### src/rtl/core/mbps_pkg.sv
// Shared constants and register codes for the masked byte pattern scanner.
package mbps_pkg;

  localparam int PATTERN_MAX_DEF   = 16;
  localparam int OFFSET_BITS_DEF   = 31;
  localparam int REG_PATTERN_BYTES = 16;

  localparam int CFG_DATA_W = 64;
  localparam int CFG_IDX_W  = 2;
  localparam int PLEN_W     = 5;
  localparam int CARE_W     = 16;

  localparam logic [CFG_IDX_W-1:0] REG_PAT_LOW  = 2'd0;
  localparam logic [CFG_IDX_W-1:0] REG_PAT_HIGH = 2'd1;
  localparam logic [CFG_IDX_W-1:0] REG_CARE     = 2'd2;
  localparam logic [CFG_IDX_W-1:0] REG_PLEN     = 2'd3;

  localparam logic [CARE_W-1:0] CARE_RESET = 16'hFFFF;
  localparam logic [PLEN_W-1:0] PLEN_RESET = 5'd1;

  // Controls shared by every cell of the match chain.
  typedef struct packed {
    logic       step;   // a byte is taken this cycle
    logic       clear;  // that byte ends the region
    logic [7:0] data;   // the byte itself
  } cell_ctrl_t;

endpackage

### src/rtl/core/mbps_cell.sv
// One match cell: holds "pattern prefix up to this byte matched" and feeds its neighbor.
module mbps_cell
  import mbps_pkg::*;
(
  input  logic       clk,
  input  logic       rst,
  input  cell_ctrl_t ctrl,
  input  logic [7:0] pat_byte,
  input  logic       care,
  input  logic       prev_held,
  output logic       hit,
  output logic       held
);

  // Prefix through this cell matches on the incoming byte.
  assign hit = prev_held && (!care || (ctrl.data == pat_byte));

  always_ff @(posedge clk) begin
    if (rst) begin
      held <= 1'b0;
    end else if (ctrl.step) begin
      held <= ctrl.clear ? 1'b0 : hit;
    end
  end

endmodule

### src/rtl/core/mbps_out_buf.sv
// Two-entry output register with skid slot for scan results.
module mbps_out_buf
  import mbps_pkg::*;
#(
  parameter int DATA_W = 32
) (
  input  logic              clk,
  input  logic              rst,
  input  logic              push,
  input  logic              push_found,
  input  logic [DATA_W-1:0] push_data,
  output logic              in_ready,
  output logic              out_valid,
  input  logic              out_ready,
  output logic              out_found,
  output logic [DATA_W-1:0] out_data
);

  logic              skid_valid;
  logic              skid_found;
  logic [DATA_W-1:0] skid_data;
  logic              pop;

  assign pop      = out_valid && out_ready;
  assign in_ready = !skid_valid;

  always_ff @(posedge clk) begin
    if (rst) begin
      out_valid  <= 1'b0;
      skid_valid <= 1'b0;
    end else if (skid_valid) begin
      if (pop) begin
        skid_valid <= 1'b0;
      end
    end else if (push) begin
      if (out_valid && !pop) begin
        skid_valid <= 1'b1;
      end else begin
        out_valid <= 1'b1;
      end
    end else if (pop) begin
      out_valid <= 1'b0;
    end
  end

  always_ff @(posedge clk) begin
    if (skid_valid) begin
      if (pop) begin
        out_found <= skid_found;
        out_data  <= skid_data;
      end
    end else if (push) begin
      if (out_valid && !pop) begin
        skid_found <= push_found;
        skid_data  <= push_data;
      end else begin
        out_found <= push_found;
        out_data  <= push_data;
      end
    end
  end

endmodule

### src/rtl/core/masked_byte_pattern_scan_core.sv
// Masked byte pattern scanner: top level with config registers, match chain and output buffer.
//
// Usage: stream a region into s_* one byte per request (s_tdata[7:0]), with s_tlast
// on its final byte. At most one result per region comes out on m_*: m_tuser = 1 with
// m_tdata holding the start offset of the first match, given on the byte that completes
// it, or m_tuser = 0 with offset 0 on the final byte when nothing matched. Bytes after a
// match give nothing; the final byte always rearms the scan.
// Pattern, care mask and length are written through cfg_we/cfg_index/cfg_data while the
// stream is idle (index 0 pattern bytes 0-7, 1 bytes 8-15, 2 care mask, 3 length).
// Throughput: one byte per cycle while s_tready is high. Each byte advances a row of match
// cells, one cell per pattern byte, each comparing the byte with its own pattern byte in
// the same cycle. A result is registered in the output buffer before it shows on m_*.
// Stall: results sit in an output register backed by one skid slot; s_tready drops only
// while both hold a result and clears the cycle after m_tready takes one.
// Reset (rst, synchronous): config returns to pattern zero, care all set, length 1,
// the scan is armed and the output buffer is empty.
module masked_byte_pattern_scan_core
  import mbps_pkg::*;
#(
  parameter int PATTERN_MAX = PATTERN_MAX_DEF,
  parameter int OFFSET_BITS = OFFSET_BITS_DEF,
  localparam int M_DATA_W   = ((OFFSET_BITS + 7) / 8) * 8
) (
  input  logic                  clk,
  input  logic                  rst,
  input  logic                  s_tvalid,
  output logic                  s_tready,
  input  logic [7:0]            s_tdata,    // [7:0] data_byte
  input  logic                  s_tlast,
  output logic                  m_tvalid,
  input  logic                  m_tready,
  output logic [M_DATA_W-1:0]   m_tdata,    // [OFFSET_BITS-1:0] match_offset, rest zero
  output logic                  m_tuser,    // [0] found
  input  logic                  cfg_we,
  input  logic [CFG_IDX_W-1:0]  cfg_index,
  input  logic [CFG_DATA_W-1:0] cfg_data
);

  localparam int CELLS = (PATTERN_MAX < REG_PATTERN_BYTES) ? PATTERN_MAX : REG_PATTERN_BYTES;
  localparam int LEN_W = $clog2(CELLS + 1);
  localparam logic [OFFSET_BITS-1:0] COUNT_MAX = {OFFSET_BITS{1'b1}};

  logic [CFG_DATA_W-1:0] pat_low;
  logic [CFG_DATA_W-1:0] pat_high;
  logic [CARE_W-1:0]     care_mask;
  logic [PLEN_W-1:0]     pattern_len;

  always_ff @(posedge clk) begin
    if (rst) begin
      pat_low     <= '0;
      pat_high    <= '0;
      care_mask   <= CARE_RESET;
      pattern_len <= PLEN_RESET;
    end else if (cfg_we) begin
      unique case (cfg_index)
        REG_PAT_LOW:  pat_low     <= cfg_data;
        REG_PAT_HIGH: pat_high    <= cfg_data;
        REG_CARE:     care_mask   <= cfg_data[CARE_W-1:0];
        REG_PLEN:     pattern_len <= cfg_data[PLEN_W-1:0];
        default: ;
      endcase
    end
  end

  logic [2*CFG_DATA_W-1:0] pat_all;
  logic [LEN_W-1:0]        eff_len;

  assign pat_all = {pat_high, pat_low};

  always_comb begin
    priority if (pattern_len == '0) begin
      eff_len = LEN_W'(1);
    end else if (pattern_len > PLEN_W'(CELLS)) begin
      eff_len = LEN_W'(CELLS);
    end else begin
      eff_len = LEN_W'(pattern_len);
    end
  end

  logic       accept;
  logic       buf_ready;
  cell_ctrl_t ctrl;

  assign s_tready   = buf_ready;
  assign accept     = s_tvalid && buf_ready;
  assign ctrl.step  = accept;
  assign ctrl.clear = s_tlast;
  assign ctrl.data  = s_tdata;

  logic [CELLS-1:0] hit;
  logic [CELLS-1:0] held;
  logic [CELLS-1:0] final_cell;

  genvar gi;
  generate
    for (gi = 0; gi < CELLS; gi++) begin : g_cell
      logic prev;
      if (gi == 0) begin : g_head
        assign prev = 1'b1;
      end else begin : g_link
        assign prev = held[gi-1];
      end
      assign final_cell[gi] = (eff_len == LEN_W'(gi + 1));
      mbps_cell u_cell (
        .clk       (clk),
        .rst       (rst),
        .ctrl      (ctrl),
        .pat_byte  (pat_all[gi*8 +: 8]),
        .care      (care_mask[gi]),
        .prev_held (prev),
        .hit       (hit[gi]),
        .held      (held[gi])
      );
    end
  endgenerate

  logic                   reported;
  logic [OFFSET_BITS-1:0] bytes_seen;
  logic [OFFSET_BITS-1:0] seen_next;
  logic [OFFSET_BITS-1:0] match_start;
  logic                   match;
  logic                   result;

  assign seen_next   = (bytes_seen == COUNT_MAX) ? bytes_seen : bytes_seen + 1'b1;
  assign match_start = seen_next - OFFSET_BITS'(eff_len);
  assign match       = !reported && |(hit & final_cell);
  assign result      = accept && (match || (s_tlast && !reported));

  always_ff @(posedge clk) begin
    if (rst) begin
      reported   <= 1'b0;
      bytes_seen <= '0;
    end else if (accept) begin
      if (s_tlast) begin
        reported   <= 1'b0;
        bytes_seen <= '0;
      end else begin
        reported   <= reported || match;
        bytes_seen <= seen_next;
      end
    end
  end

  logic [M_DATA_W-1:0] res_data;

  assign res_data = match ? M_DATA_W'(match_start) : '0;

  mbps_out_buf #(
    .DATA_W (M_DATA_W)
  ) u_out_buf (
    .clk        (clk),
    .rst        (rst),
    .push       (result),
    .push_found (match),
    .push_data  (res_data),
    .in_ready   (buf_ready),
    .out_valid  (m_tvalid),
    .out_ready  (m_tready),
    .out_found  (m_tuser),
    .out_data   (m_tdata)
  );

endmodule

### config.mk
export PLATFORM = sky130hd
export DESIGN_NAME = masked_byte_pattern_scan_core
export DESIGN_NICKNAME = d
export VERILOG_FILES = /design/src/rtl/core/mbps_pkg.sv /design/src/rtl/core/mbps_cell.sv /design/src/rtl/core/mbps_out_buf.sv /design/src/rtl/core/masked_byte_pattern_scan_core.sv
export SDC_FILE = /design/constraint.sdc
export NUM_CORES = 1
export LEC_CHECK = 0
export BUFFER_PORTS_ARGS = -buffer_cell sky130_fd_sc_hd__buf_2
export CELL_PAD_IN_SITES_DETAIL_PLACEMENT = 0
export CELL_PAD_IN_SITES_GLOBAL_PLACEMENT = 1
export CORE_ASPECT_RATIO = 0.75
export CORE_MARGIN = 2
export CORE_UTILIZATION = 49
export DETAILED_ROUTE_END_ITERATION = 8
export GPL_ROUTABILITY_DRIVEN = 0
export PLACE_DENSITY_LB_ADDON = 0.05
export SYNTH_ARGS = -nofsm -noshare
export SYNTH_HDL_FRONTEND = slang
export SYNTH_SLANG_ARGS = --single-unit
### constraint.sdc
create_clock -name clk -period 11.1 [get_ports clk]
set_clock_uncertainty 0.2 [all_clocks]
set_input_delay 2.22 -clock clk [delete_from_list [all_inputs] [get_ports clk]]
set_output_delay 2.22 -clock clk [all_outputs]
set_load 0.02 [all_outputs]
# Yosys cells after proc, flatten, opt, wreduce, memory -nomap -nowiden
# Index checks and enable logic that the tools add are counted.
[classes] addsub=2 order_cmp=1 n_eq_ne=39 mux=36 bitwise=2 n_reduce_logical=70
[op_table] operator="8-bit equality test" n=16
[op_table] operator="32-bit two-way mux" n=4
[op_table] operator="31-bit two-way mux" n=3
[op_table] operator="5-bit by 4-bit equality test with 1-bit output, second input constant" n=8
[op_table] operator="31-bit by 1-bit adder with 31-bit output, second input constant" n=1
[op_table] operator="31-bit equality test, second input constant" n=1
[op_table] operator="31-bit by 5-bit subtractor with 31-bit output" n=1
[op_table] operator="1-bit two-way mux" n=27
[op_table] operator="1-bit logical AND" n=21
[op_table] operator="5-bit by 3-bit equality test with 1-bit output, second input constant" n=4
[op_table] operator="1-bit zero test" n=19
[op_table] operator="1-bit logical OR" n=18
[op_table] operator="16-bit bitwise AND" n=1
[op_table] operator="16-bit OR reduction" n=1
[op_table] operator="5-bit by 2-bit equality test with 1-bit output, second input constant" n=2
[op_table] operator="5-bit two-way mux" n=2
[op_table] operator="3-bit AND reduction" n=3
[op_table] operator="2-bit AND reduction" n=4
[op_table] operator="5-bit by 1-bit equality test with 1-bit output, second input constant" n=1
[op_table] operator="5-bit equality test, second input constant" n=1
[op_table] operator="5-bit > comparator, second input constant" n=1
[op_table] operator="5-bit zero test" n=1
[op_table] operator="2-bit equality test, second input constant" n=2
[op_table] operator="2-bit inequality test, second input constant" n=2
[op_table] operator="5 further kinds" n=6
[totals] ff_bits=264 inputBits=80 output_inout_bits=35 wordCells=177

# Longest topological paths before layout
# Gate-level depths: netlist of run 1.
[logic_depth] depth_word=11 mapped_depth=17

# Modules after synthesis
# From an unflattened synthesis of run 1, not the netlist that was laid out.
[unflattened] cells_unflattened=1516 hier_area_um2=13301.5
[by_module_without_submodules] module="masked_byte_pattern_scan_core" n_inst=1 cells_per_inst=1144 area_per_inst_um2=8614.5 seq_area_each_um2=3623.5
[by_module_without_submodules] module="mbps_out_buf" n_inst=1 cells_per_inst=116 area_per_inst_um2=2504.9 seq_area_each_um2=2021.9
[by_module_without_submodules] module="mbps_cell" n_inst=16 cells_per_inst=16 area_per_inst_um2=136.4 seq_area_each_um2=20.0

# Worst setup path before layout of run 1
# Ideal clock, no wire load.
[synth_path] path_kind="input -> register" startpoint="input port s_tdata[5]" endpoint="register u_out_buf.skid_data[0] (enable)" arrival_ns=6.286 required_ns=10.432 slack_ns=4.146 cell_stages=10 n_path_buf=2 path_cell_list="clkbuf_1 buf_4 xnor2_1 nand4_1 o21ai_0 nand4b_1 a211o_1 nand4b_1 o211ai_1 nor3b_1"
[synth_between] elab_chain_len=9
[synth_lines] item="from (decl)" line_no="masked_byte_pattern_scan_core.sv:28" text="input logic [7:0] s_tdata,"
[synth_lines] item="8-bit equality test" line_no="mbps_cell.sv:16" text="assign hit = prev_held && (!care || (ctrl.data == pat_byte));"
[synth_lines] item="1-bit logical OR" line_no="mbps_cell.sv:16"
[synth_lines] item="1-bit logical AND" line_no="mbps_cell.sv:16"
[synth_lines] item="16-bit bitwise AND (*)" line_no="masked_byte_pattern_scan_core.sv:126" text="assign match = !reported && |(hit & final_cell);"
[synth_lines] item="16-bit OR reduction (*)" line_no="masked_byte_pattern_scan_core.sv:126"
[synth_lines] item="1-bit logical AND (*)" line_no="masked_byte_pattern_scan_core.sv:126"
[synth_lines] item="1-bit logical OR (*)" line_no="masked_byte_pattern_scan_core.sv:127" text="assign result = accept && (match || (s_tlast && !reported));"
[synth_lines] item="1-bit logical AND (*)" line_no="masked_byte_pattern_scan_core.sv:127"
[synth_lines] item="3-bit AND reduction (no line) (*)"
[synth_lines] item="to (signal assigned)" line_no="mbps_out_buf.sv:55" text="skid_data <= push_data;"
[synth_lines] item="to (decl)" line_no="mbps_out_buf.sv:21" text="logic [DATA_W-1:0] skid_data;"
# Mark *: on every way between the ends. The rest lies on a longest branch, timed or not.
# A chain may end at the register's enable or synchronous reset.

# Final worst setup path of run 1
[layout_path] startpoint="register bytes_seen[11]" endpoint="register u_out_buf.out_data[27], data pin"
[layout_between] elab_chain_len=7
[layout_lines] item="from (decl)" line_no="masked_byte_pattern_scan_core.sv:118" text="logic [OFFSET_BITS-1:0] bytes_seen;"
[layout_lines] item="from (signal assigned)" line_no="masked_byte_pattern_scan_core.sv:139" text="bytes_seen <= seen_next;"
[layout_lines] item="31-bit by 1-bit adder with 31-bit output or 31-bit equality test (tied branches)" line_no="masked_byte_pattern_scan_core.sv:124" text="assign seen_next = (bytes_seen == COUNT_MAX) ? bytes_seen : bytes_seen + 1'b1;"
[layout_lines] item="31-bit two-way mux (*)" line_no="masked_byte_pattern_scan_core.sv:124"
[layout_lines] item="31-bit by 5-bit subtractor with 31-bit output (*)" line_no="masked_byte_pattern_scan_core.sv:125" text="assign match_start = seen_next - OFFSET_BITS'(eff_len);"
[layout_lines] item="31-bit two-way mux (*)" line_no="masked_byte_pattern_scan_core.sv:146" text="assign res_data = match ? M_DATA_W'(match_start) : '0;"
[layout_lines] item="32-bit two-way mux (*)" line_no="mbps_out_buf.sv:53" text="if (out_valid && !pop) begin"
[layout_lines] item="32-bit two-way mux (*)" line_no="mbps_out_buf.sv:52" text="end else if (push) begin"
[layout_lines] item="32-bit two-way mux (*)" line_no="mbps_out_buf.sv:47" text="if (skid_valid) begin"
[layout_lines] item="to (signal assigned)" line_no="mbps_out_buf.sv:50" text="out_data <= skid_data;"
[layout_lines] item="to (signal assigned)" line_no="mbps_out_buf.sv:58" text="out_data <= push_data;"
[layout_lines] item="to (decl)" line_no="mbps_out_buf.sv:16" text="output logic [DATA_W-1:0] out_data"
# Mark *: on every way between the ends. The rest lies on a longest branch, timed or not. The select of a mux whose other input is x is not followed.

==> results of run 1 <==
placed cells by master (no fill, tap or decap), types with 10 or more instances in the layout:
cell and instances:
nand4_1 44, nor2_1 119, a22oi_1 13, a21oi_1 178, nand2_1 372, edfxtp_1 64, nand3_1 27, nor3_1 28
dfxtp_1 198, o21ai_0 46, nand3b_1 18, xor2_1 17, xnor2_1 154, o31ai_1 20, buf_2 112, buf_4 14
clkbuf_16 27, inv_1 13, and3_1 10
routing by layer:
| metal | wire length [µm] | vias up |
|---|---|---|
| li1 | - | 5454 |
| met2 | 14500 | 351 |
| met1 | 18900 | 5198 |
| met3 | 2690 | 42 |
| met4 | 608 | 0 |
| met5 | 0 | - |
critical path, delay by kind of cell (launching register included):
family                     cells  cell delay [ns]
AOI/OAI and AO/OA              5             0.89
and+or+nand+nor                5             2.27
muxes                          1             0.41
adders and majority gates      1             0.30
DFF                            1             0.53
xor gates and xnor gates       1             0.31
flip-flops by register name, summed over array words and instances, names as in the netlist:
| name | flops |
|---|---|
| g_cell.u_cell.held | 15 |
| bytes_seen | 31 |
| u_out_buf.skid_valid | 1 |
| u_out_buf.out_found | 1 |
| u_out_buf.out_valid | 1 |
| care_mask | 16 |
| pat_high | 64 |
| reported | 1 |
| pattern_len | 5 |
| u_out_buf.out_data | 31 |
| u_out_buf.skid_data | 31 |
| u_out_buf.skid_found | 1 |
| pat_low | 64 |
final timing paths:
kind | cells after the start | startpoint | endpoint | slack [ns]
setup / recovery | 13 | bytes_seen[11] | u_out_buf.out_data[27] | 5.89
hold / removal | 2 | care_mask[9] | care_mask[9] | 0.26
setup reg to reg | 13 | bytes_seen[11] | u_out_buf.out_data[27] | 5.89
hold reg to reg | 2 | care_mask[9] | care_mask[9] | 0.26
power groups by stage:
stage               Sequential (µW)  Clock [µW]  Combinational (µW)
floorplan                      1050           0                 153
global placement               1050           0                 228
detailed placement             1050           0                 231
CTS                            1020        1040                 232
global route                   1030        1080                 256
finish                         1030        1010                 232
cell families after synthesis:
group / synth area share [%]
AND/OR/NAND/NOR: 24.0
flip-flops: 44.9
other: 0.0286
adder cells (fa/ha/maj): 0.726
multiplexers: 0.554
XOR/XNOR: 11.6
AO/OA/AOI/OAI: 13.9
buffers and inverters: 4.28
layout make-up:
type                       count  share of cell area (%)
sequential                   262                    40.1
clock inverter                16                    1.91
multi-input combinational   1178                    45.4
clock buffer                  33                    4.75
tap                          344                    2.93
timing repair buffer         127                    4.61
inverter                      13                   0.332
per-stage QoR:
| stage | util (%) | std cells |
|---|---|---|
| 3_5_place_dp | 52.5 | 1924 |
| 4_1_cts | 56.3 | 1973 |
| 5_1_grt | 56.3 | 1973 |
| 6_report | 56.3 | 1973 |
| 3_3_place_gp | 52.5 | 1924 |
| 2_1_floorplan | - | 1569 |
==> results.yml, run 1 <==
sta:
  hold_violations: 0
  slew_violations: 0
  fmax_ghz: 0.192
  relSlewSlack_pct: 19.6
  tightest_slew_ns: 1.20
  hold_slack_ns: 0.262
  fin_crit_ns: 5.21
  setup_viol: 0
  finalSetupTns_ns: 0
  finalWorstSetupSlack_ns: 5.89
  finalCritPeriodShare_pct: 47.0
  grt_setup_unrepaired: "false"
finish:
  fin_nets: 1696
  design_area_um2: 14700
  multi_input_area_um2: 6670
  regArea_um2: 5890
  num_antenna_cells: 0
  fill_cells: 2499
  drive_gt1_share_pct: 12.5
  syn2layout_area_growth_pct: 12.1
pwr:
  switching_share_pct: 24.4
  pwr-share-seq_pct: 45.1
  clkPwrFrac_pct: 44.7
  finalPower_uw: 2270
  power_frac_comb_pct: 10.2
  leakagePower_uw: 0.00507
  p_int_uw: 1720
  cellPowerDensity_nw_per_um2: 155
  vdd_ir_drop_max_uv: 125
  power_switching_uw: 554
grt:
  grt_pass1_wl_mm: 58.2
  grt_overflow_total: 0
  gr-usage-all-layers_pct: 26.3
  grt_use_met3_pct: 4.53
  gr-usage-met1_pct: 43.3
  grt_max_degree: 116
  antenna_found_initial: 0
  gr-usage-met2_pct: 35.3
  grt_pass1_vias: 10115
  grt-busiest-layer: "met1"
clock_network:
  cts_buffers: 27
  cts.path.max_buffers: 3
  clkTransAtPathRegs_ns: 0.06
  htree_levels: 1
  cts_resized: 0
  clk_latency_ns: 0.55
  cts.sinks: 262
  root_buffer: "clkbuf_16"
  cts_hold_buf: 0
  post-cts-setup-buffers: 0
  cts_tree: "built"
critical_path:
  critPathMostFrequentCell: "a21o_1"
  cpPeakStageDelay_ns: 0.85
  endpoint_kind: "flop"
  criticalPathCategory: "reg -> reg"
  worst_ep_arrival_time_ns: 5.28
  path_cells: "and4_1 > and4_4 > nand2_1 > mux2_2 > ha_1 > a21o_1 > a21o_1 > a31oi_1 > o21ai_0 > nor2_1 > nand4_1 > xnor2_1 > o21ai_1"
  crit_required_ns: 11.17
  cp_max_fo: 13
  cp_slowest_cell: "nor2_1"
  startpoint_type: "flop"
place:
  placed_area_um2: 13700
  dp_hpwl_mm: 24.2
  numPortBuffers: 113
  dp_slack_ns: 5.38
routing:
  routedWlPerCell_um: 18.6
  vias_per_cell: 5.60
  wl_mm: 36.6
  remaining_drc_errors: 0
  ant_nets: 0
  dr.pass1.iters: 5
  drt_iter0_markers: 821
  vias: 11045
job:
  cap_violations: 0
die:
  initial_core_util_pct: 50.2
  core_area_um2: 26100
  die-area_um2: 28100
  die_x_um: 193
  die_h_um: 146
  rows: 51
  boundaryPins: 115
synthesis:
  postSynth.asyncResetShare_pct: 0
  synth_cell_types: 75
  synth_nets: 1656
  yosys.cell_count.top_type: "nand2_1"
  synth_top_area_share_pct: 30.3
  synth.area.top_cells: "dfxtp_1 30%, edfxtp_1 15%, nand2_1 11%"
  yosys.area.top_type: "dfxtp_1"
  ys_ff_latch: 262
  avgSynthCellArea_um2: 8.35
  synthCells: 1569
  synth_ff_type: "dfxtp_1"
  yosys_warnings: 0
  synth_edf_count: 64
  yosysSeqAreaShare_pct: 44.9
  synth.cell_area_um2: 13100
  netlist_top_cells_count: "372 x nand2_1, 198 x dfxtp_1, 178 x a21oi_1, 154 x xnor2_1, 119 x nor2_1"
status:
  status: "complete, no violations"
min_path:
  hold_class: "reg -> reg"
Note: power is estimated with default switching activity, not from simulation.
==> run 2, diff against run 1 <==
--- a/config.mk
+++ b/config.mk
@@ -10,7 +10,7 @@
 export CELL_PAD_IN_SITES_GLOBAL_PLACEMENT = 1
 export CORE_ASPECT_RATIO = 0.75
 export CORE_MARGIN = 2
-export CORE_UTILIZATION = 49
+export CORE_UTILIZATION = 41
 export DETAILED_ROUTE_END_ITERATION = 8
 export GPL_ROUTABILITY_DRIVEN = 0
 export PLACE_DENSITY_LB_ADDON = 0.05
==> constraint.sdc (replaced) <==
create_clock -name clk -period 4.4 [get_ports clk]
set_clock_uncertainty 0.2 [all_clocks]
set_input_delay 0.88 -clock clk [delete_from_list [all_inputs] [get_ports clk]]
set_output_delay 0.88 -clock clk [all_outputs]
set_load 0.02 [all_outputs]
==> run 2 against run 1 <==
Total power rose to 2.5 times the previous value. First-iteration DRC count down 10%. Critical endpoint is now u_out_buf.out_data[24]. Cell area up 3.7%. Worst hold slack better by 0.0022 ns. Maximum frequency up 26%. Sequential power rose to 2.5 times the previous value.
==> results.yml, run 2 (synthesis results as in run 1) <==
status:
  status: "complete, no violations"
pwr:
  power_frac_comb_pct: 11.1
  pwr-share-seq_pct: 45.4
  clkPwrFrac_pct: 43.5
  leakagePower_uw: 0.00539
  switching_share_pct: 25.9
  power_switching_uw: 1470
  cellPowerDensity_nw_per_um2: 373
  p_int_uw: 4220
  vdd_ir_drop_max_uv: 274
min_path:
  min_from: "care_mask[14]"
  min_path_cells: 2
  hold_class: "reg -> reg"
sta:
  grt_setup_unrepaired: "false"
  finalCritPeriodShare_pct: 93.8
  slew_violations: 0
  hold_violations: 0
  tightest_slew_ns: 0.966
  relSlewSlack_pct: 35.5
  setup_viol: 0
  fin_crit_ns: 4.13
  fmax_ghz: 0.242
  finalSetupTns_ns: 0
critical_path:
  r2r_start: "bytes_seen[1]"
  critical_path_buf_inv_count: 2
  crit_family: "simple AND/OR/NAND/NOR gates"
  crit_required_ns: 4.50
  cpPeakStageDelay_ns: 0.42
  criticalPathCategory: "reg -> reg"
  cp_max_fo: 6
  cp.depth: 16
  critPathMostFrequentCell: "ha_1"
  worst_ep_arrival_time_ns: 4.22
  startpoint_type: "flop"
  cp_slowest_cell: "dfxtp_1"
  cp-startpoint: "bytes_seen[1]"
  path_cells: "ha_1 > and3_1 > and4_4 > nand2_1 > xnor2_1 > ha_1 > inv_1 > fa_1 > a21o_1 > a21oi_1 > o21bai_1 > nor4_4 > buf_4 > nand3b_1 > xor2_1 > o21ai_1"
  endpoint_kind: "flop"
  r2r_cells: 16
routing:
  dr.pass1.iters: 5
  vias: 11176
  vias_per_cell: 5.34
  remaining_drc_errors: 0
  wl_mm: 39.3
  ant_nets: 0
  routedWlPerCell_um: 18.8
  drt_iter0_markers: 738
finish:
  layout_common_cells: "372 x nand2_1, 198 x dfxtp_1, 178 x a21oi_1"
  num_antenna_cells: 0
  fin_nets: 1752
  syn2layout_area_growth_pct: 16.3
  layout_commonest_cell: "nand2_1"
  top_regs: "pat_high (64), pat_low (64)"
  drive_gt1_share_pct: 15.8
  fin_cells: 2093
clock_network:
  post-cts-setup-buffers: 0
  cts_buffers: 28
  cts_resized: 0
  root_buffer: "clkbuf_16"
  cts_hold_buf: 0
  htree_levels: 1
  clk_latency_ns: 0.56
  cts.sinks: 262
  cts_tree: "built"
  clkTransAtPathRegs_ns: 0.07
  cts.path.max_buffers: 3
die:
  die_x_um: 210
  die_h_um: 159
  core_area_um2: 31400
  die-area_um2: 33400
  rows: 56
  initial_core_util_pct: 41.7
  boundaryPins: 115
place:
  numPortBuffers: 113
  dp_hpwl_mm: 26.8
  post-place-cells: 2041
grt:
  antenna_found_initial: 1
  grt_overflow_total: 0
  grt_pass1_wl_mm: 63.1
  grt_max_degree: 107
  grt_pass1_vias: 10914
  gr-usage-all-layers_pct: 23.7
job:
  cap_violations: 0
==> run 2: final cells by class <==
type / count / area [µm²]
tap: 406 / 508
inverter: 13 / 48.8
clock inverter: 19 / 209
multi-input combinational: 1178 / 6680
clock buffer: 33 / 742
timing repair buffer: 182 / 1160
fill: 3137 / 16200
sequential: 262 / 5890
==> run 2: worst paths after layout <==
check	endpoint	slack, ns
max	u_out_buf.out_data[24]	0.27
min	care_mask[14]	0.26
max reg2reg	u_out_buf.out_data[24]	0.27
min reg2reg	care_mask[14]	0.26
==> run 2: power groups by stage <==
stage / Clock (µW) / Sequential [µW] / Combinational (µW)
2_1_floorplan: 0 / 2650 / 387
3_3_place_gp: 0 / 2630 / 632
3_5_place_dp: 0 / 2640 / 635
4_1_cts: 2540 / 2580 / 638
5_1_grt: 2630 / 2590 / 700
6_report: 2470 / 2580 / 634
==> run 2: per-stage QoR <==
step | util (%) | cell area, µm² | power (µW) | worst slack [ns] | hold slack, ns
global placement | 45.5 | 14300 | 3270 | 0.201 | 0.243
finish | 48.5 | 15200 | 5690 | 0.273 | 0.265
global route | 48.5 | 15200 | 5910 | 0.0505 | 0.286
floorplan | - | 13100 | 3030 | 0.241 | 0.231
detailed placement | 45.5 | 14300 | 3270 | 0.215 | 0.252
CTS | 48.5 | 15200 | 5760 | 0.328 | 0.266
==> run 2: worst reg2reg max path, stage by stage (launching register included) <==
cell and delay [ns]:
dfxtp_1 0.42, ha_1 0.25, and3_1 0.20, and4_4 0.21
nand2_1 0.12, xnor2_1 0.19, ha_1 0.17, inv_1 0.06
fa_1 0.39, a21o_1 0.19, a21oi_1 0.20, o21bai_1 0.27
nor4_4 0.43, buf_4 0.20, nand3b_1 0.08, xor2_1 0.21
o21ai_1 0.09
==> run 2: routing by layer <==
layer  up-vias  GRT usage (%)  wire, µm
met5         -              0         0
met4         0           3.81       566
met3        36           3.34      2300
met2       270           33.7     16000
met1      5306           37.9     20400
li1       5564              -         -
==> run 3, diff against run 2 <==
--- a/config.mk
+++ b/config.mk
@@ -8,11 +8,12 @@
 export BUFFER_PORTS_ARGS = -buffer_cell sky130_fd_sc_hd__buf_2
 export CELL_PAD_IN_SITES_DETAIL_PLACEMENT = 0
 export CELL_PAD_IN_SITES_GLOBAL_PLACEMENT = 1
-export CORE_ASPECT_RATIO = 0.75
+export CORE_ASPECT_RATIO = 0.8
 export CORE_MARGIN = 2
 export CORE_UTILIZATION = 41
 export DETAILED_ROUTE_END_ITERATION = 8
 export GPL_ROUTABILITY_DRIVEN = 0
+export HOLD_SLACK_MARGIN = 0.02
 export PLACE_DENSITY_LB_ADDON = 0.05
 export SYNTH_ARGS = -nofsm -noshare
 export SYNTH_HDL_FRONTEND = slang
==> run 3 against run 2 <==
Total power shrank 2.5%. Register-to-register slack lost 0.02 ns. Count of clock-buffer cells in the layout grew 8. Clock power shrank 5%. Final cell count grew 0.24%. Combinational power shrank 0.6%. Routed wire length shrank 1.2%. Die area is essentially flat. Critical path type unchanged. Highest routed layer unchanged.
==> results.yml, run 3 (synthesis results as in run 1) <==
status:
  status: "complete, no violations"
sta:
  hold_violations: 0
  tightest_slew_ns: 0.906
  relSlewSlack_pct: 39.6
  setup_viol: 0
  finalCritPeriodShare_pct: 94.2
  finalSetupTns_ns: 0
  slew_violations: 0
  grt_setup_unrepaired: "false"
  fin_crit_ns: 4.14
  fmax_ghz: 0.241
critical_path:
  crit_required_ns: 4.50
  endpoint_kind: "flop"
  criticalPathCategory: "reg -> reg"
  worst_ep_arrival_time_ns: 4.25
  cp_max_fo: 8
  rrSetupSlack_ns: 0.26
  startpoint_type: "flop"
finish:
  multi_input_area_um2: 6680
  num_antenna_cells: 0
  layout_common_cells: "372 x nand2_1, 198 x dfxtp_1, 178 x a21oi_1"
  drive_gt1_share_pct: 15.0
  fill_cells: 3144
  fin_cells: 2098
  syn2layout_area_growth_pct: 15.7
  regArea_um2: 5890
  fin_nets: 1743
  top_regs: "pat_high (64), pat_low (64)"
  layout_commonest_cell: "nand2_1"
die:
  rows: 58
  core_area_um2: 31400
  initial_core_util_pct: 41.7
  die_h_um: 164
  die-area_um2: 33400
  die_x_um: 204
  boundaryPins: 115
routing:
  drt_iter0_markers: 666
  routedWlPerCell_um: 18.5
  vias: 11128
  wl_mm: 38.8
  remaining_drc_errors: 0
  ant_nets: 0
  vias_per_cell: 5.30
  dr.pass1.iters: 5
job:
  cap_violations: 0
place:
  numPortBuffers: 113
  dp_hpwl_mm: 25.9
  post-place-cells: 2044
grt:
  grt_max_degree: 92
  grt_pass1_vias: 10371
  gr-usage-all-layers_pct: 23.2
  grt_overflow_total: 0
  antenna_found_initial: 0
  grt_pass1_wl_mm: 60.8
clock_network:
  clkTransAtPathRegs_ns: 0.06
  cts_tree: "built"
  clk_latency_ns: 0.57
  root_buffer: "clkbuf_16"
  cts.path.max_buffers: 3
  cts.sinks: 262
  htree_levels: 1
  cts_buffers: 29
pwr:
  leakagePower_uw: 0.00532
  vdd_ir_drop_max_uv: 317
  cellPowerDensity_nw_per_um2: 366
min_path:
  hold_class: "reg -> reg"
## run 3: changes by cell type in the layout (fill, tap and decap cells not counted), sizes merged
cell,before,now
clkbuf,33,41
buf,182,172
clkinv,13,11
bufinv,4,0
clkinvlp,1,0
## run 3: layout make-up
| type | count | share of cell area [%] |
|---|---|---|
| timing repair buffer | 172 | 7.36 |
| sequential | 262 | 38.8 |
| clock inverter | 12 | 0.413 |
| inverter | 13 | 0.322 |
| clock buffer | 41 | 5.50 |
| multi-input combinational | 1178 | 44.1 |
| tap | 420 | 3.47 |
## run 3: per-layer routing
metal	GRT usage [%]	vias up	share of wire [%]	wire length, µm
met3	3.65	33	5.0	1950
met2	34.0	273	42	16100
met1	36.1	5285	52	20300
met5	0	-	0	0
met4	3.82	0	1.2	463
li1	-	5537	-	-
## run 3: path summary, 6_finish.rpt
check | endpoint | cells after the start | startpoint
max reg2reg | u_out_buf.skid_data[22] | 15 | bytes_seen[0]
min | pat_low[25] | 2 | pat_low[25]
max | u_out_buf.skid_data[22] | 15 | bytes_seen[0]
min reg2reg | pat_low[25] | 2 | pat_low[25]
## run 3: worst max-delay path: stages (launching register included)
cell,delay [ns]
dfxtp_1,0.45
ha_1,0.26
and3_1,0.29
and4_4,0.24
nand2_1,0.13
xnor2_1,0.22
ha_1,0.19
inv_1,0.07
fa_1,0.41
a21o_1,0.20
a21oi_1,0.24
o21bai_2,0.19
nor2_4,0.27
a311oi_2,0.14
nor3_1,0.29
nor3_1,0.10
## run 3: timing repair
action                                  CTS  global route
hold buffers                              0             0
endpoints found under the setup margin    0            16
resized for setup                         0             2
buffers inserted                          0             1
## run 3: through the flow
| step | hold WS [ns] | power (µW) | util [%] | cell area [µm²] | setup WS, ns |
|---|---|---|---|---|---|
| CTS | 0.268 | 5600 | 48.2 | 15100 | 0.0956 |
| finish | 0.267 | 5550 | 48.2 | 15200 | 0.256 |
| floorplan | 0.231 | 3030 | - | 13100 | 0.241 |
| global route | 0.282 | 5780 | 48.2 | 15200 | 0.0314 |
| detailed placement | 0.256 | 3260 | 45.3 | 14200 | 0.0961 |
| global placement | 0.241 | 3260 | 45.3 | 14200 | 0.144 |
## run 3: power breakdown
group | internal, µW | leakage [µW] | total (µW) | switching [µW]
combinational | 234 | 0.00262 | 630 | 396
clock | 1310 | 0.000448 | 2340 | 1020
sequential | 2540 | 0.00226 | 2580 | 46.0
